**src/rtl/core/mrp_pkg.sv**
```systemverilog
// Package with shared constants and types for the Modbus read response parser.
`default_nettype none

package mrp_pkg;

   // Default sizes handed to the top level parameters.
   localparam int MRP_STORE_BYTES = 100;
   localparam int MRP_METER_SLOTS = 16;

   localparam int CSR_INDEX_W = 2;
   localparam int CSR_DATA_W  = 7;

   localparam logic [7:0] FUNC_READ_HOLDING = 8'd3;

   // Parse step codes.
   localparam logic [2:0] STEP_ID    = 3'd0;
   localparam logic [2:0] STEP_FUNC  = 3'd1;
   localparam logic [2:0] STEP_COUNT = 3'd2;
   localparam logic [2:0] STEP_DATA  = 3'd3;
   localparam logic [2:0] STEP_END   = 3'd4;

   // Result kind codes.
   localparam logic [1:0] KIND_COUNT = 2'd0;
   localparam logic [1:0] KIND_DATA  = 2'd1;
   localparam logic [1:0] KIND_END   = 2'd2;

   // Configuration register indexes.
   localparam logic [CSR_INDEX_W-1:0] CSR_METER_COUNT    = 2'd0;
   localparam logic [CSR_INDEX_W-1:0] CSR_EXPECTED_WORDS = 2'd1;
   localparam logic [CSR_INDEX_W-1:0] CSR_FRAME_SLOT     = 2'd2;

   typedef struct packed {
      logic [4:0] meter_count;
      logic [6:0] expected_words;
      logic [3:0] frame_slot;
   } mrp_cfg_type;

   typedef struct packed {
      logic [1:0] kind;
      logic [4:0] meter_id;
      logic [3:0] frame_number;
      logic [6:0] byte_index;
      logic [7:0] value;
   } mrp_result_type;

endpackage

`default_nettype wire

```
**src/rtl/core/mrp_channels_if.sv**
```systemverilog
// Valid/ready channel interfaces for the parser's byte input and result output.
`default_nettype none

interface mrp_req_if;
   logic       valid;
   logic       ready;
   logic [7:0] rx_byte;

   modport source (output valid, output rx_byte, input ready);
   modport sink   (input valid, input rx_byte, output ready);
endinterface

interface mrp_rsp_if;
   logic       valid;
   logic       ready;
   logic [1:0] kind;
   logic [4:0] meter_id;
   logic [3:0] frame_number;
   logic [6:0] byte_index;
   logic [7:0] value;

   modport source (output valid, output kind, output meter_id, output frame_number,
                   output byte_index, output value, input ready);
   modport sink   (input valid, input kind, input meter_id, input frame_number,
                   input byte_index, input value, output ready);
endinterface

`default_nettype wire

```
**src/rtl/core/mrp_step.sv**
```systemverilog
// Parse state registers and the per-byte step logic of the response parser.
`default_nettype none

module mrp_step #(
   parameter int STORE_BYTES = mrp_pkg::MRP_STORE_BYTES,
   parameter int METER_SLOTS = mrp_pkg::MRP_METER_SLOTS
) (
   input  wire logic                    clock,
   input  wire logic                    reset,
   input  wire logic                    accept,
   input  wire logic [7:0]              rx_byte,
   input  wire mrp_pkg::mrp_cfg_type    cfg,
   output logic                         push,
   output mrp_pkg::mrp_result_type      result
);
   import mrp_pkg::*;

   logic [2:0] step_ff, step_in;
   logic [4:0] meter_ff, meter_in;
   logic [7:0] left_ff, left_in;
   logic [7:0] pos_ff, pos_in;
   logic [7:0] left_dec;
   logic       id_ok;

   assign left_dec = left_ff - 8'd1;
   assign id_ok = (rx_byte != 8'd0) && (rx_byte <= {3'd0, cfg.meter_count})
                  && (rx_byte <= 8'(METER_SLOTS));

   always_comb begin
      step_in = step_ff;
      meter_in = meter_ff;
      left_in = left_ff;
      pos_in = pos_ff;
      push = 1'b0;
      result.kind = KIND_END;
      result.meter_id = meter_ff;
      result.frame_number = cfg.frame_slot;
      result.byte_index = 7'd0;
      result.value = 8'd0;
      if (accept) begin
         case (step_ff)
            STEP_FUNC: begin
               step_in = (rx_byte == FUNC_READ_HOLDING) ? STEP_COUNT : STEP_ID;
            end
            STEP_COUNT: begin
               pos_in = 8'd0;
               if (rx_byte == {cfg.expected_words, 1'b0}) begin
                  left_in = rx_byte;
                  step_in = (rx_byte == 8'd0) ? STEP_END : STEP_DATA;
                  push = 1'b1;
                  result.kind = KIND_COUNT;
                  result.value = rx_byte;
               end else begin
                  step_in = STEP_ID;
               end
            end
            STEP_DATA: begin
               // Bytes past the store are still counted so the frame end lands right.
               if (pos_ff < 8'(STORE_BYTES)) begin
                  push = 1'b1;
                  result.kind = KIND_DATA;
                  result.byte_index = pos_ff[6:0];
                  result.value = rx_byte;
               end
               pos_in = pos_ff + 8'd1;
               left_in = left_dec;
               if (left_dec == 8'd0) begin
                  step_in = STEP_END;
               end
            end
            STEP_END: begin
               step_in = STEP_ID;
               push = 1'b1;
               result.kind = KIND_END;
            end
            default: begin
               step_in = STEP_ID;
               if (id_ok) begin
                  meter_in = rx_byte[4:0];
                  step_in = STEP_FUNC;
               end
            end
         endcase
      end
   end

   always_ff @(posedge clock) begin
      if (reset) begin
         step_ff <= STEP_ID;
         meter_ff <= 5'd0;
         left_ff <= 8'd0;
         pos_ff <= 8'd0;
      end else begin
         step_ff <= step_in;
         meter_ff <= meter_in;
         left_ff <= left_in;
         pos_ff <= pos_in;
      end
   end

   a_end_returns_to_id: assert property (@(posedge clock) disable iff (reset)
      (accept && step_ff == STEP_END) |=> (step_ff == STEP_ID))
      else $error("frame end did not return to slave id step");

   a_data_needs_bytes_left: assert property (@(posedge clock) disable iff (reset)
      (step_ff == STEP_DATA) |-> (left_ff != 8'd0))
      else $error("data step entered with no bytes left");

   a_step_code_known: assert property (@(posedge clock) disable iff (reset)
      step_ff <= STEP_END)
      else $error("parse step holds an unused code");

endmodule

`default_nettype wire

```
**src/rtl/core/mrp_rsp_queue.sv**
```systemverilog
// Two-entry result queue that lets a new byte in while a result waits.
`default_nettype none

module mrp_rsp_queue (
   input  wire logic                    clock,
   input  wire logic                    reset,
   input  wire logic                    push,
   input  wire mrp_pkg::mrp_result_type push_data,
   output logic                         space,
   output logic                         out_valid,
   output mrp_pkg::mrp_result_type      out_data,
   input  wire logic                    out_ready
);
   import mrp_pkg::*;

   mrp_result_type entry_ff [2];
   logic           wr_ff, wr_in;
   logic           rd_ff, rd_in;
   logic [1:0]     count_ff, count_in;
   logic           pop;

   assign space = (count_ff != 2'd2);
   assign out_valid = (count_ff != 2'd0);
   assign out_data = entry_ff[rd_ff];
   assign pop = out_valid && out_ready;

   always_comb begin
      wr_in = push ? ~wr_ff : wr_ff;
      rd_in = pop ? ~rd_ff : rd_ff;
      count_in = count_ff + {1'b0, push} - {1'b0, pop};
   end

   always_ff @(posedge clock) begin
      if (push) begin
         entry_ff[wr_ff] <= push_data;
      end
   end

   always_ff @(posedge clock) begin
      if (reset) begin
         wr_ff <= 1'b0;
         rd_ff <= 1'b0;
         count_ff <= 2'd0;
      end else begin
         wr_ff <= wr_in;
         rd_ff <= rd_in;
         count_ff <= count_in;
      end
   end

   a_no_push_when_full: assert property (@(posedge clock) disable iff (reset)
      push |-> space)
      else $error("item pushed into a full result queue");

   a_count_tracks_pointers: assert property (@(posedge clock) disable iff (reset)
      (count_ff == 2'd1) |-> (wr_ff != rd_ff))
      else $error("queue count disagrees with pointers");

   a_count_in_range: assert property (@(posedge clock) disable iff (reset)
      count_ff != 2'd3)
      else $error("queue count above its depth");

endmodule

`default_nettype wire

```
**src/rtl/core/modbus_read_response_parser_core.sv**
```systemverilog
// Top level of the Modbus read-holding-registers response parser.
// Takes one received byte per cycle and reports the byte count, each data byte inside the
// store with its index, and the frame end (on the byte after the data, normally the first
// CRC byte). Bytes pass the combinational step logic; the result then sits in a two-entry
// queue, so a byte is accepted every cycle as long as the result side keeps up, and the
// input stalls only when both queue entries wait. No CRC check is made. Configuration
// registers are written through the csr_ port and must only change while the block idles.
`default_nettype none

module modbus_read_response_parser_core #(
   parameter int STORE_BYTES = mrp_pkg::MRP_STORE_BYTES,
   parameter int METER_SLOTS = mrp_pkg::MRP_METER_SLOTS
) (
   input  wire logic                             clock,
   input  wire logic                             reset,
   mrp_req_if.sink                               req,
   mrp_rsp_if.source                             rsp,
   input  wire logic                             csr_we,
   input  wire logic [mrp_pkg::CSR_INDEX_W-1:0]  csr_index,
   input  wire logic [mrp_pkg::CSR_DATA_W-1:0]   csr_wdata
);
   import mrp_pkg::*;

   mrp_cfg_type    cfg_ff;
   mrp_result_type step_result;
   mrp_result_type out_data;
   logic           step_push;
   logic           space;
   logic           accept;

   assign req.ready = space;
   assign accept = req.valid && space;

   always_ff @(posedge clock) begin
      if (reset) begin
         cfg_ff.meter_count <= 5'd16;
         cfg_ff.expected_words <= 7'd1;
         cfg_ff.frame_slot <= 4'd1;
      end else if (csr_we) begin
         case (csr_index)
            CSR_METER_COUNT:    cfg_ff.meter_count <= csr_wdata[4:0];
            CSR_EXPECTED_WORDS: cfg_ff.expected_words <= csr_wdata;
            CSR_FRAME_SLOT:     cfg_ff.frame_slot <= csr_wdata[3:0];
            default: begin
            end
         endcase
      end
   end

   mrp_step #(
      .STORE_BYTES (STORE_BYTES),
      .METER_SLOTS (METER_SLOTS)
   ) u_step (
      .clock   (clock),
      .reset   (reset),
      .accept  (accept),
      .rx_byte (req.rx_byte),
      .cfg     (cfg_ff),
      .push    (step_push),
      .result  (step_result)
   );

   mrp_rsp_queue u_queue (
      .clock     (clock),
      .reset     (reset),
      .push      (step_push),
      .push_data (step_result),
      .space     (space),
      .out_valid (rsp.valid),
      .out_data  (out_data),
      .out_ready (rsp.ready)
   );

   assign rsp.kind = out_data.kind;
   assign rsp.meter_id = out_data.meter_id;
   assign rsp.frame_number = out_data.frame_number;
   assign rsp.byte_index = out_data.byte_index;
   assign rsp.value = out_data.value;

endmodule

`default_nettype wire

```
**src/flat_wrapper.sv**
```systemverilog
// flat-port wrapper written by rule: the top's interface ports become plain ports
module modbus_read_response_parser_core_flat import mrp_pkg::*;
#(
   parameter int STORE_BYTES = mrp_pkg::MRP_STORE_BYTES,
   parameter int METER_SLOTS = mrp_pkg::MRP_METER_SLOTS
)
  (clock, reset, csr_we, csr_index, csr_wdata, req_valid, req_rx_byte, req_ready, rsp_valid, rsp_kind, rsp_meter_id, rsp_frame_number, rsp_byte_index, rsp_value, rsp_ready);
  mrp_req_if req_i ();
  mrp_rsp_if rsp_i ();
  input  wire logic clock;
  input  wire logic reset;
  input  wire logic csr_we;
  input  wire logic [mrp_pkg::CSR_INDEX_W-1:0] csr_index;
  input  wire logic [mrp_pkg::CSR_DATA_W-1:0] csr_wdata;
  input wire logic [$bits(req_i.valid)-1:0] req_valid;
  input wire logic [$bits(req_i.rx_byte)-1:0] req_rx_byte;
  output wire logic [$bits(req_i.ready)-1:0] req_ready;
  output wire logic [$bits(rsp_i.valid)-1:0] rsp_valid;
  output wire logic [$bits(rsp_i.kind)-1:0] rsp_kind;
  output wire logic [$bits(rsp_i.meter_id)-1:0] rsp_meter_id;
  output wire logic [$bits(rsp_i.frame_number)-1:0] rsp_frame_number;
  output wire logic [$bits(rsp_i.byte_index)-1:0] rsp_byte_index;
  output wire logic [$bits(rsp_i.value)-1:0] rsp_value;
  input wire logic [$bits(rsp_i.ready)-1:0] rsp_ready;
  assign req_i.valid = req_valid;
  assign req_i.rx_byte = req_rx_byte;
  assign req_ready = req_i.ready;
  assign rsp_valid = rsp_i.valid;
  assign rsp_kind = rsp_i.kind;
  assign rsp_meter_id = rsp_i.meter_id;
  assign rsp_frame_number = rsp_i.frame_number;
  assign rsp_byte_index = rsp_i.byte_index;
  assign rsp_value = rsp_i.value;
  assign rsp_i.ready = rsp_ready;
  modbus_read_response_parser_core #(.STORE_BYTES(STORE_BYTES), .METER_SLOTS(METER_SLOTS)) u_core (.clock(clock), .reset(reset), .req(req_i), .rsp(rsp_i), .csr_we(csr_we), .csr_index(csr_index), .csr_wdata(csr_wdata));
endmodule
```
**config.mk**
```make
export PLATFORM = sky130hd
export DESIGN_NAME = modbus_read_response_parser_core_flat
export DESIGN_NICKNAME = d
export VERILOG_FILES = /design/src/rtl/core/mrp_pkg.sv /design/src/rtl/core/mrp_channels_if.sv /design/src/rtl/core/mrp_step.sv /design/src/rtl/core/mrp_rsp_queue.sv /design/src/rtl/core/modbus_read_response_parser_core.sv /design/src/flat_wrapper.sv
export SDC_FILE = /design/constraint.sdc
export NUM_CORES = 1
export LEC_CHECK = 0
export ABC_AREA = 1
export ABC_CLOCK_PERIOD_IN_PS = 3070
export BUFFER_PORTS_ARGS = -buffer_cell sky130_fd_sc_hd__buf_2
export CAP_MARGIN = 20
export CORE_ASPECT_RATIO = 0.75
export CORE_UTILIZATION = 45
export DETAILED_ROUTE_END_ITERATION = 12
export PLACE_DENSITY_LB_ADDON = 0.2
export SLEW_MARGIN = 20
export SYNTH_ARGS = -nofsm -noshare
export SYNTH_HDL_FRONTEND = slang
export SYNTH_SLANG_ARGS = --single-unit
```
**constraint.sdc**
```tcl
create_clock -name clock -period 3.07 [get_ports clock]
set_input_delay 0.307 -clock clock [delete_from_list [all_inputs] [get_ports clock]]
set_output_delay 0.307 -clock clock [all_outputs]
set_load 0.1 [all_outputs]
```
* Word level (Yosys, flattened, before mapping)
Memory sizes are Yosys's and may differ from the RTL's. A register that Yosys moved wholly into a read port is not among the register bits. Index checks and enable logic that the tools add are counted.
Cells by class: add/subtract/negate cells 4, $lt $le $gt $ge 3, eq/ne operators 11, multiplexer cells 26, bitwise operators 3, reductions and logical operators 18
Operators by type and width (number):
- 8-bit one-hot mux with 2 select lines | 3
- 15-bit two-way mux | 2
- 8-bit logical NOT | 2
- 8-bit two-way mux | 2
- 3-bit one-hot mux with 4 select lines | 1
- 2-bit AND reduction | 5
- 3-bit two-way mux | 3
- 8-bit by 1-bit adder with 8-bit output (second input constant) | 1
- 8-bit by 2-bit equality test with 1-bit output (second input constant) | 1
- 8-bit equality test | 1
- 8-bit by 5-bit <= comparator with 1-bit output | 1
- 8-bit by 5-bit <= comparator with 1-bit output (second input constant) | 1
- 8-bit by 7-bit < comparator with 1-bit output (second input constant) | 1
- 1-bit two-way mux | 8
- 2-bit two-way mux | 4
- 8-bit nonzero test | 1
- 8-bit by 1-bit subtractor with 8-bit output (second input constant) | 1
- 7-bit two-way mux | 1
- 3-bit by 2-bit equality test with 1-bit output (second input constant) | 2
- 2-bit inequality test (second input constant) | 3
- 3-bit AND reduction | 2
- 1-bit logical AND | 4
- 2-bit one-hot mux with 2 select lines | 1
- 2-bit nonzero test | 2
- other kinds (10) | 12
Word-level totals: bits in registers 44, bits in writable memories 52, output and inout bits 28, logic and storage cells 76, memories kept 1
Memory list:
- u_core.u_queue.entry_ff | words 2, bits a word 26, rd ports 1, clocked after memory_dff 1, write ports 1, line mrp_rsp_queue.sv:16 | mrp_result_type entry_ff [2];

* Depth between registers and ports, before layout
depth after elaboration 6, gate-level depth with buffers 13, depth with buffers taken out 13

* Hierarchy
Synthesis repeated with hierarchy kept, for this count alone.
Second synthesis, totals: cells, all modules 513, area, all modules 4723.3 sq um
By module, submodules not included:
- mrp_rsp_queue | times used 1, cells an instance 117, area each 2219.6 sq um
- mrp_step | times used 1, cells an instance 294, area each 1820.5 sq um
- modbus_read_response_parser_core | times used 1, cells an instance 102, area each 683.2 sq um

* Worst setup path before layout
Ideal clock, no wire load.
path kind input -> register, start input port req_rx_byte[0], end memory u_core.u_queue.entry_ff[0][0] in the netlist's numbering (enable), arrival time 2.141 ns, required time 2.661 ns, setup slack 0.521 ns, cell stages on the path 9, path buffers 0, path through inv_1 > nand2_1 > nor2_1 > nand2_1 > nor2_1 > nand2_1 > nand3_1 > nand2_1 > nor2_1
Between the ends: longest elaborated chain between the ends 6
RTL lines:
- start, declared | line flat_wrapper.sv:16 | input wire logic [$bits(req_i.rx_byte)-1:0] req_rx_byte;
- 8-bit equality test | line mrp_step.sv:47 | if (rx_byte == {cfg.expected_words, 1'b0}) begin
- 1-bit two-way mux | line mrp_step.sv:47
- 1-bit one-hot mux with 3 select lines | line mrp_step.sv:41 | case (step_ff)
- 1-bit two-way mux | line mrp_step.sv:40 | if (accept) begin
- 1-bit two-way mux | line mrp_rsp_queue.sv:34 | if (push) begin
- 1-bit two-way mux (not written as such) | line mrp_rsp_queue.sv:35 | entry_ff[wr_ff] <= push_data;
- end, declared | line mrp_rsp_queue.sv:16
No other way between the ends.

* Worst setup path after layout
start register u_core.cfg_ff[5] in the netlist's numbering, end memory u_core.u_queue.entry_ff[1][21] in the netlist's numbering (enable)
Between the ends: longest elaborated chain between the ends 6
RTL lines:
- start, declared | line modbus_read_response_parser_core.sv:24 | mrp_cfg_type cfg_ff;
- 8-bit equality test | line mrp_step.sv:47
- 1-bit two-way mux | line mrp_step.sv:47
- 1-bit one-hot mux with 3 select lines | line mrp_step.sv:41
- 1-bit two-way mux | line mrp_step.sv:40
- 1-bit two-way mux | line mrp_rsp_queue.sv:34
- 1-bit two-way mux (not written as such) | line mrp_rsp_queue.sv:35
No other way between the ends.

==> impl_metrics.sql <==
INSERT INTO impl_metrics (metric_group, metric, value, unit) VALUES
('global_route', 'gr-usage-all-layers', '0.195', ''),
('cells_and_area', 'final_core_occ', '0.551', ''),
('global_route', 'grt_start_max_net_pins', '28', ''),
('hold_path', 'worst_hold_path_type', 'primary input to flip-flop', ''),
('synth', 'avgSynthCellArea', '9.33', 'µm²'),
('power', 'vdd_ir_drop_max', '0.000385', 'V'),
('power', 'p_leak', '2.08', 'nW'),
('placement', 'port_buf_inserts', '49', ''),
('status', 'status', 'finished, final reports clean', ''),
('drt', 'drtIter0Drc', '207', ''),
('power', 'relative_contribution_of_combinational_cells_to_total_power', '0.311', ''),
('critical_path', 'critical_path_class', 'flip-flop to flip-flop', ''),
('placement', 'post-dp-hpwl', '6580', 'µm'),
('floorplanning', 'start_util', '0.473', ''),
('cells_and_area', 'areaGrowthSynthToFinish', '16.5', '%'),
('drt', 'route.final.wire_length', '9060', 'µm'),
('critical_path', 'critical_path.cell_chain', 'inv_1, nand2_1, nand2_1, nor2_1, nand2_1, nor2_1, nand2_1, nand3_1, nand3_1, inv_1, buf_4', ''),
('timing', 'fmaxAchievable', '465', 'MHz'),
('cells_and_area', 'antenna-diode-count', '0', ''),
('timing', 'final-max-slew-violation-count', '0', ''),
('synth', 'synth_sequential_area_ratio', '0.564', ''),
('floorplanning', 'die_area', '10100', 'µm²'),
('critical_path', 'timing.critical_path.required', '3.11', 'ns'),
('critical_path', 'setup.worst_path.start_class', 'flip-flop', ''),
('synth', 'mappedNetlistNets', '500', ''),
('hold_path', 'holdCritStartpoint', 'csr_wdata[4]', ''),
('floorplanning', 'die_w', '116', 'µm'),
('critical_path', 'critical_path.most_common_cell', 'nand2_1', ''),
('timing', 'worst_slew_pin_slew', '0.658', 'ns'),
('drt', 'residual_drc', '0', ''),
('power', 'power_per_cell_area', '746', 'nW/µm²'),
('global_route', 'first_global_vias', '3086', ''),
('timing', 'relSlewSlack', '0.558', ''),
('drt', 'wire_per_inst', '13.8', 'µm'),
('floorplanning', 'placementRows', '30', ''),
('clock_network', 'post_cts_hold_fix_bufs', '0', ''),
('cells_and_area', 'design.final.nets', '557', ''),
('critical_path', 'timing.critical_path.arrival', '2.19', 'ns'),
('power', 'power.share.clock', '0.309', ''),
('drt', 'vias_per_cell', '5.00', ''),
('synth', 'synth.lib_cells_used.distinct', '31', ''),
('timing', 'fin_setup_tns', '0', 'ns'),
('drt', 'detailroute.via_count', '3287', ''),
('clock_network', 'clk_transition_reported_paths', '0.06', 'ns'),
('critical_path', 'reg2reg_to', 'u_core.u_queue.entry_ff[1][21]', ''),
('global_route', 'overall_overflow_remaining_after_global_route', '0', ''),
('critical_path', 'crit_path_start', 'u_core.cfg_ff[5]', ''),
('timing', 'post-route-period-util', '0.701', ''),
('global_route', 'first_pass_grt_wire_length', '14900', 'µm'),
('critical_path', 'ff_to_ff_start', 'u_core.cfg_ff[5]', ''),
('critical_path', 'cp_slowest_cell', 'inv_1', ''),
('drt', 'drt.antenna.violating_nets', '0', ''),
('placement', 'gpl.final_weighted_congestion', '0.853', ''),
('timing', 'setup_viol', '0', ''),
('placement', 'post-place-cells', '642', ''),
('clock_network', 'cell_at_the_root_of_the_clock_tree', 'clkbuf_16', ''),
('cells_and_area', 'drive_gt1_frac', '0.208', ''),
('drt', 'drtPass1Iterations', '4', ''),
('clock_network', 'cts_resized', '0', ''),
('timing', 'setup_repair_after_global_routing_missed_its_margin', 'false', ''),
('floorplanning', 'io_pins', '50', ''),
('synth', 'synthesis.instances', '468', ''),
('synth', 'synthesis.area', '4370', 'µm²'),
('power', 'p_sw', '1.42', 'mW'),
('synth', 'yosys_warnings', '0', ''),
('power', 'power.internal', '2.38', 'mW'),
('timing', 'final_hold_viol_count', '0', ''),
('clock_network', 'htree_levels', '3', ''),
('critical_path', 'r2r.worst_path.cells', '11', ''),
('critical_path', 'worst_setup_path_end_kind', 'flip-flop', ''),
('floorplanning', 'fp.dieH', '87.3', 'µm');
[power groups by stage]
| stage | clock [mW] | sequential [mW] | combinational, mW |
|---|---|---|---|
| floorplan | 0 | 1.46 | 1.01 |
| global placement | 0 | 1.47 | 1.18 |
| detailed placement | 0 | 1.47 | 1.18 |
| CTS | 1.19 | 1.44 | 1.19 |
| global route | 1.24 | 1.45 | 1.26 |
| finish | 1.17 | 1.45 | 1.18 |
[metrics by stage]
stage          area (µm²)  setup slack (ns)
6_report             5090             0.918
5_1_grt              5090             0.751
4_1_cts              5090             0.902
3_5_place_dp         4780             0.815
3_3_place_gp         4780             0.910
2_1_floorplan        4370             0.521
[registers in the layout, indices dropped and copies added (netlist names), named ones only]
name,count
u_core.cfg_ff,16
u_core.u_step.pos_ff,8
u_core.u_queue.rd_ff,1
u_core.u_queue.entry_ff,52
u_core.u_step.meter_ff,5
u_core.u_queue.wr_ff,1
u_core.u_queue.count_ff,2
u_core.u_step.left_ff,8
u_core.u_step.step_ff,3
[worst max-delay path: cells and delay by family (launching register included)]
family | cells | cell delay (ns)
buf+inv | 3 | 0.71
flops | 1 | 0.35
simple gates | 8 | 0.78
[cell usage after synthesis, drive strengths merged]
library cell / instances / area, µm²
ha: 10 / 125
clkbuf: 3 / 11.3
nand4: 9 / 56.3
a21boi: 1 / 11.3
nor3b: 2 / 15.0
a21oi: 31 / 155
dfxtp: 45 / 901
mux2: 26 / 293
or2: 1 / 6.26
nand3: 19 / 95.1
o211ai: 2 / 15.0
buf: 7 / 40.0
a221oi: 1 / 8.76
nand3b: 1 / 7.51
nor3: 8 / 50.1
edfxtp: 52 / 1560
o21ai: 39 / 199
a211oi: 1 / 7.51
nand2: 85 / 327
inv: 60 / 225
clkinv: 1 / 3.75
nor2: 62 / 235
xor2: 2 / 17.5
[final cells by class]
type / instances / area (µm²)
clock buffer: 10 / 229
clock inverter: 6 / 82.6
fill: 878 / 4150
inverter: 61 / 229
multi-input combinational: 300 / 1630
sequential: 97 / 2460
tap: 128 / 160
timing repair buffer: 56 / 298
[per-layer routing]
metal  up-vias  wire (µm)  track usage
met4         0         99       0.0688
met5         -          0            0
li1       1680          -            -
met2        79       4020        0.307
met1      1518       4430        0.261
met3        10        507       0.0515
[worst min path at each step]
stage / to / slack [ns] / cells past startpoint
global route: u_core.cfg_ff[15] / 0.21 / 3
floorplan: u_core.u_queue.entry_ff[0][16] / 0.42 / 0
finish: u_core.cfg_ff[15] / 0.20 / 3
CTS: u_core.cfg_ff[15] / 0.19 / 3
detailed placement: u_core.u_queue.entry_ff[1][18] / 0.44 / 0
global placement: u_core.u_queue.entry_ff[0][17] / 0.43 / 0
[kinds of logic (layout without fill, tap and decap cells)]
family / after synthesis / in the layout / share of synthesized area
compound gates: 75 / 75 / 0.0908
xor+xnor: 2 / 2 / 0.00401
fa+ha+maj: 10 / 10 / 0.0287
buf+inv: 71 / 133 / 0.0642
flops: 97 / 97 / 0.564
mux: 26 / 26 / 0.0670
simple gates: 187 / 187 / 0.181
Note: power is estimated with default switching activity, not from simulation.
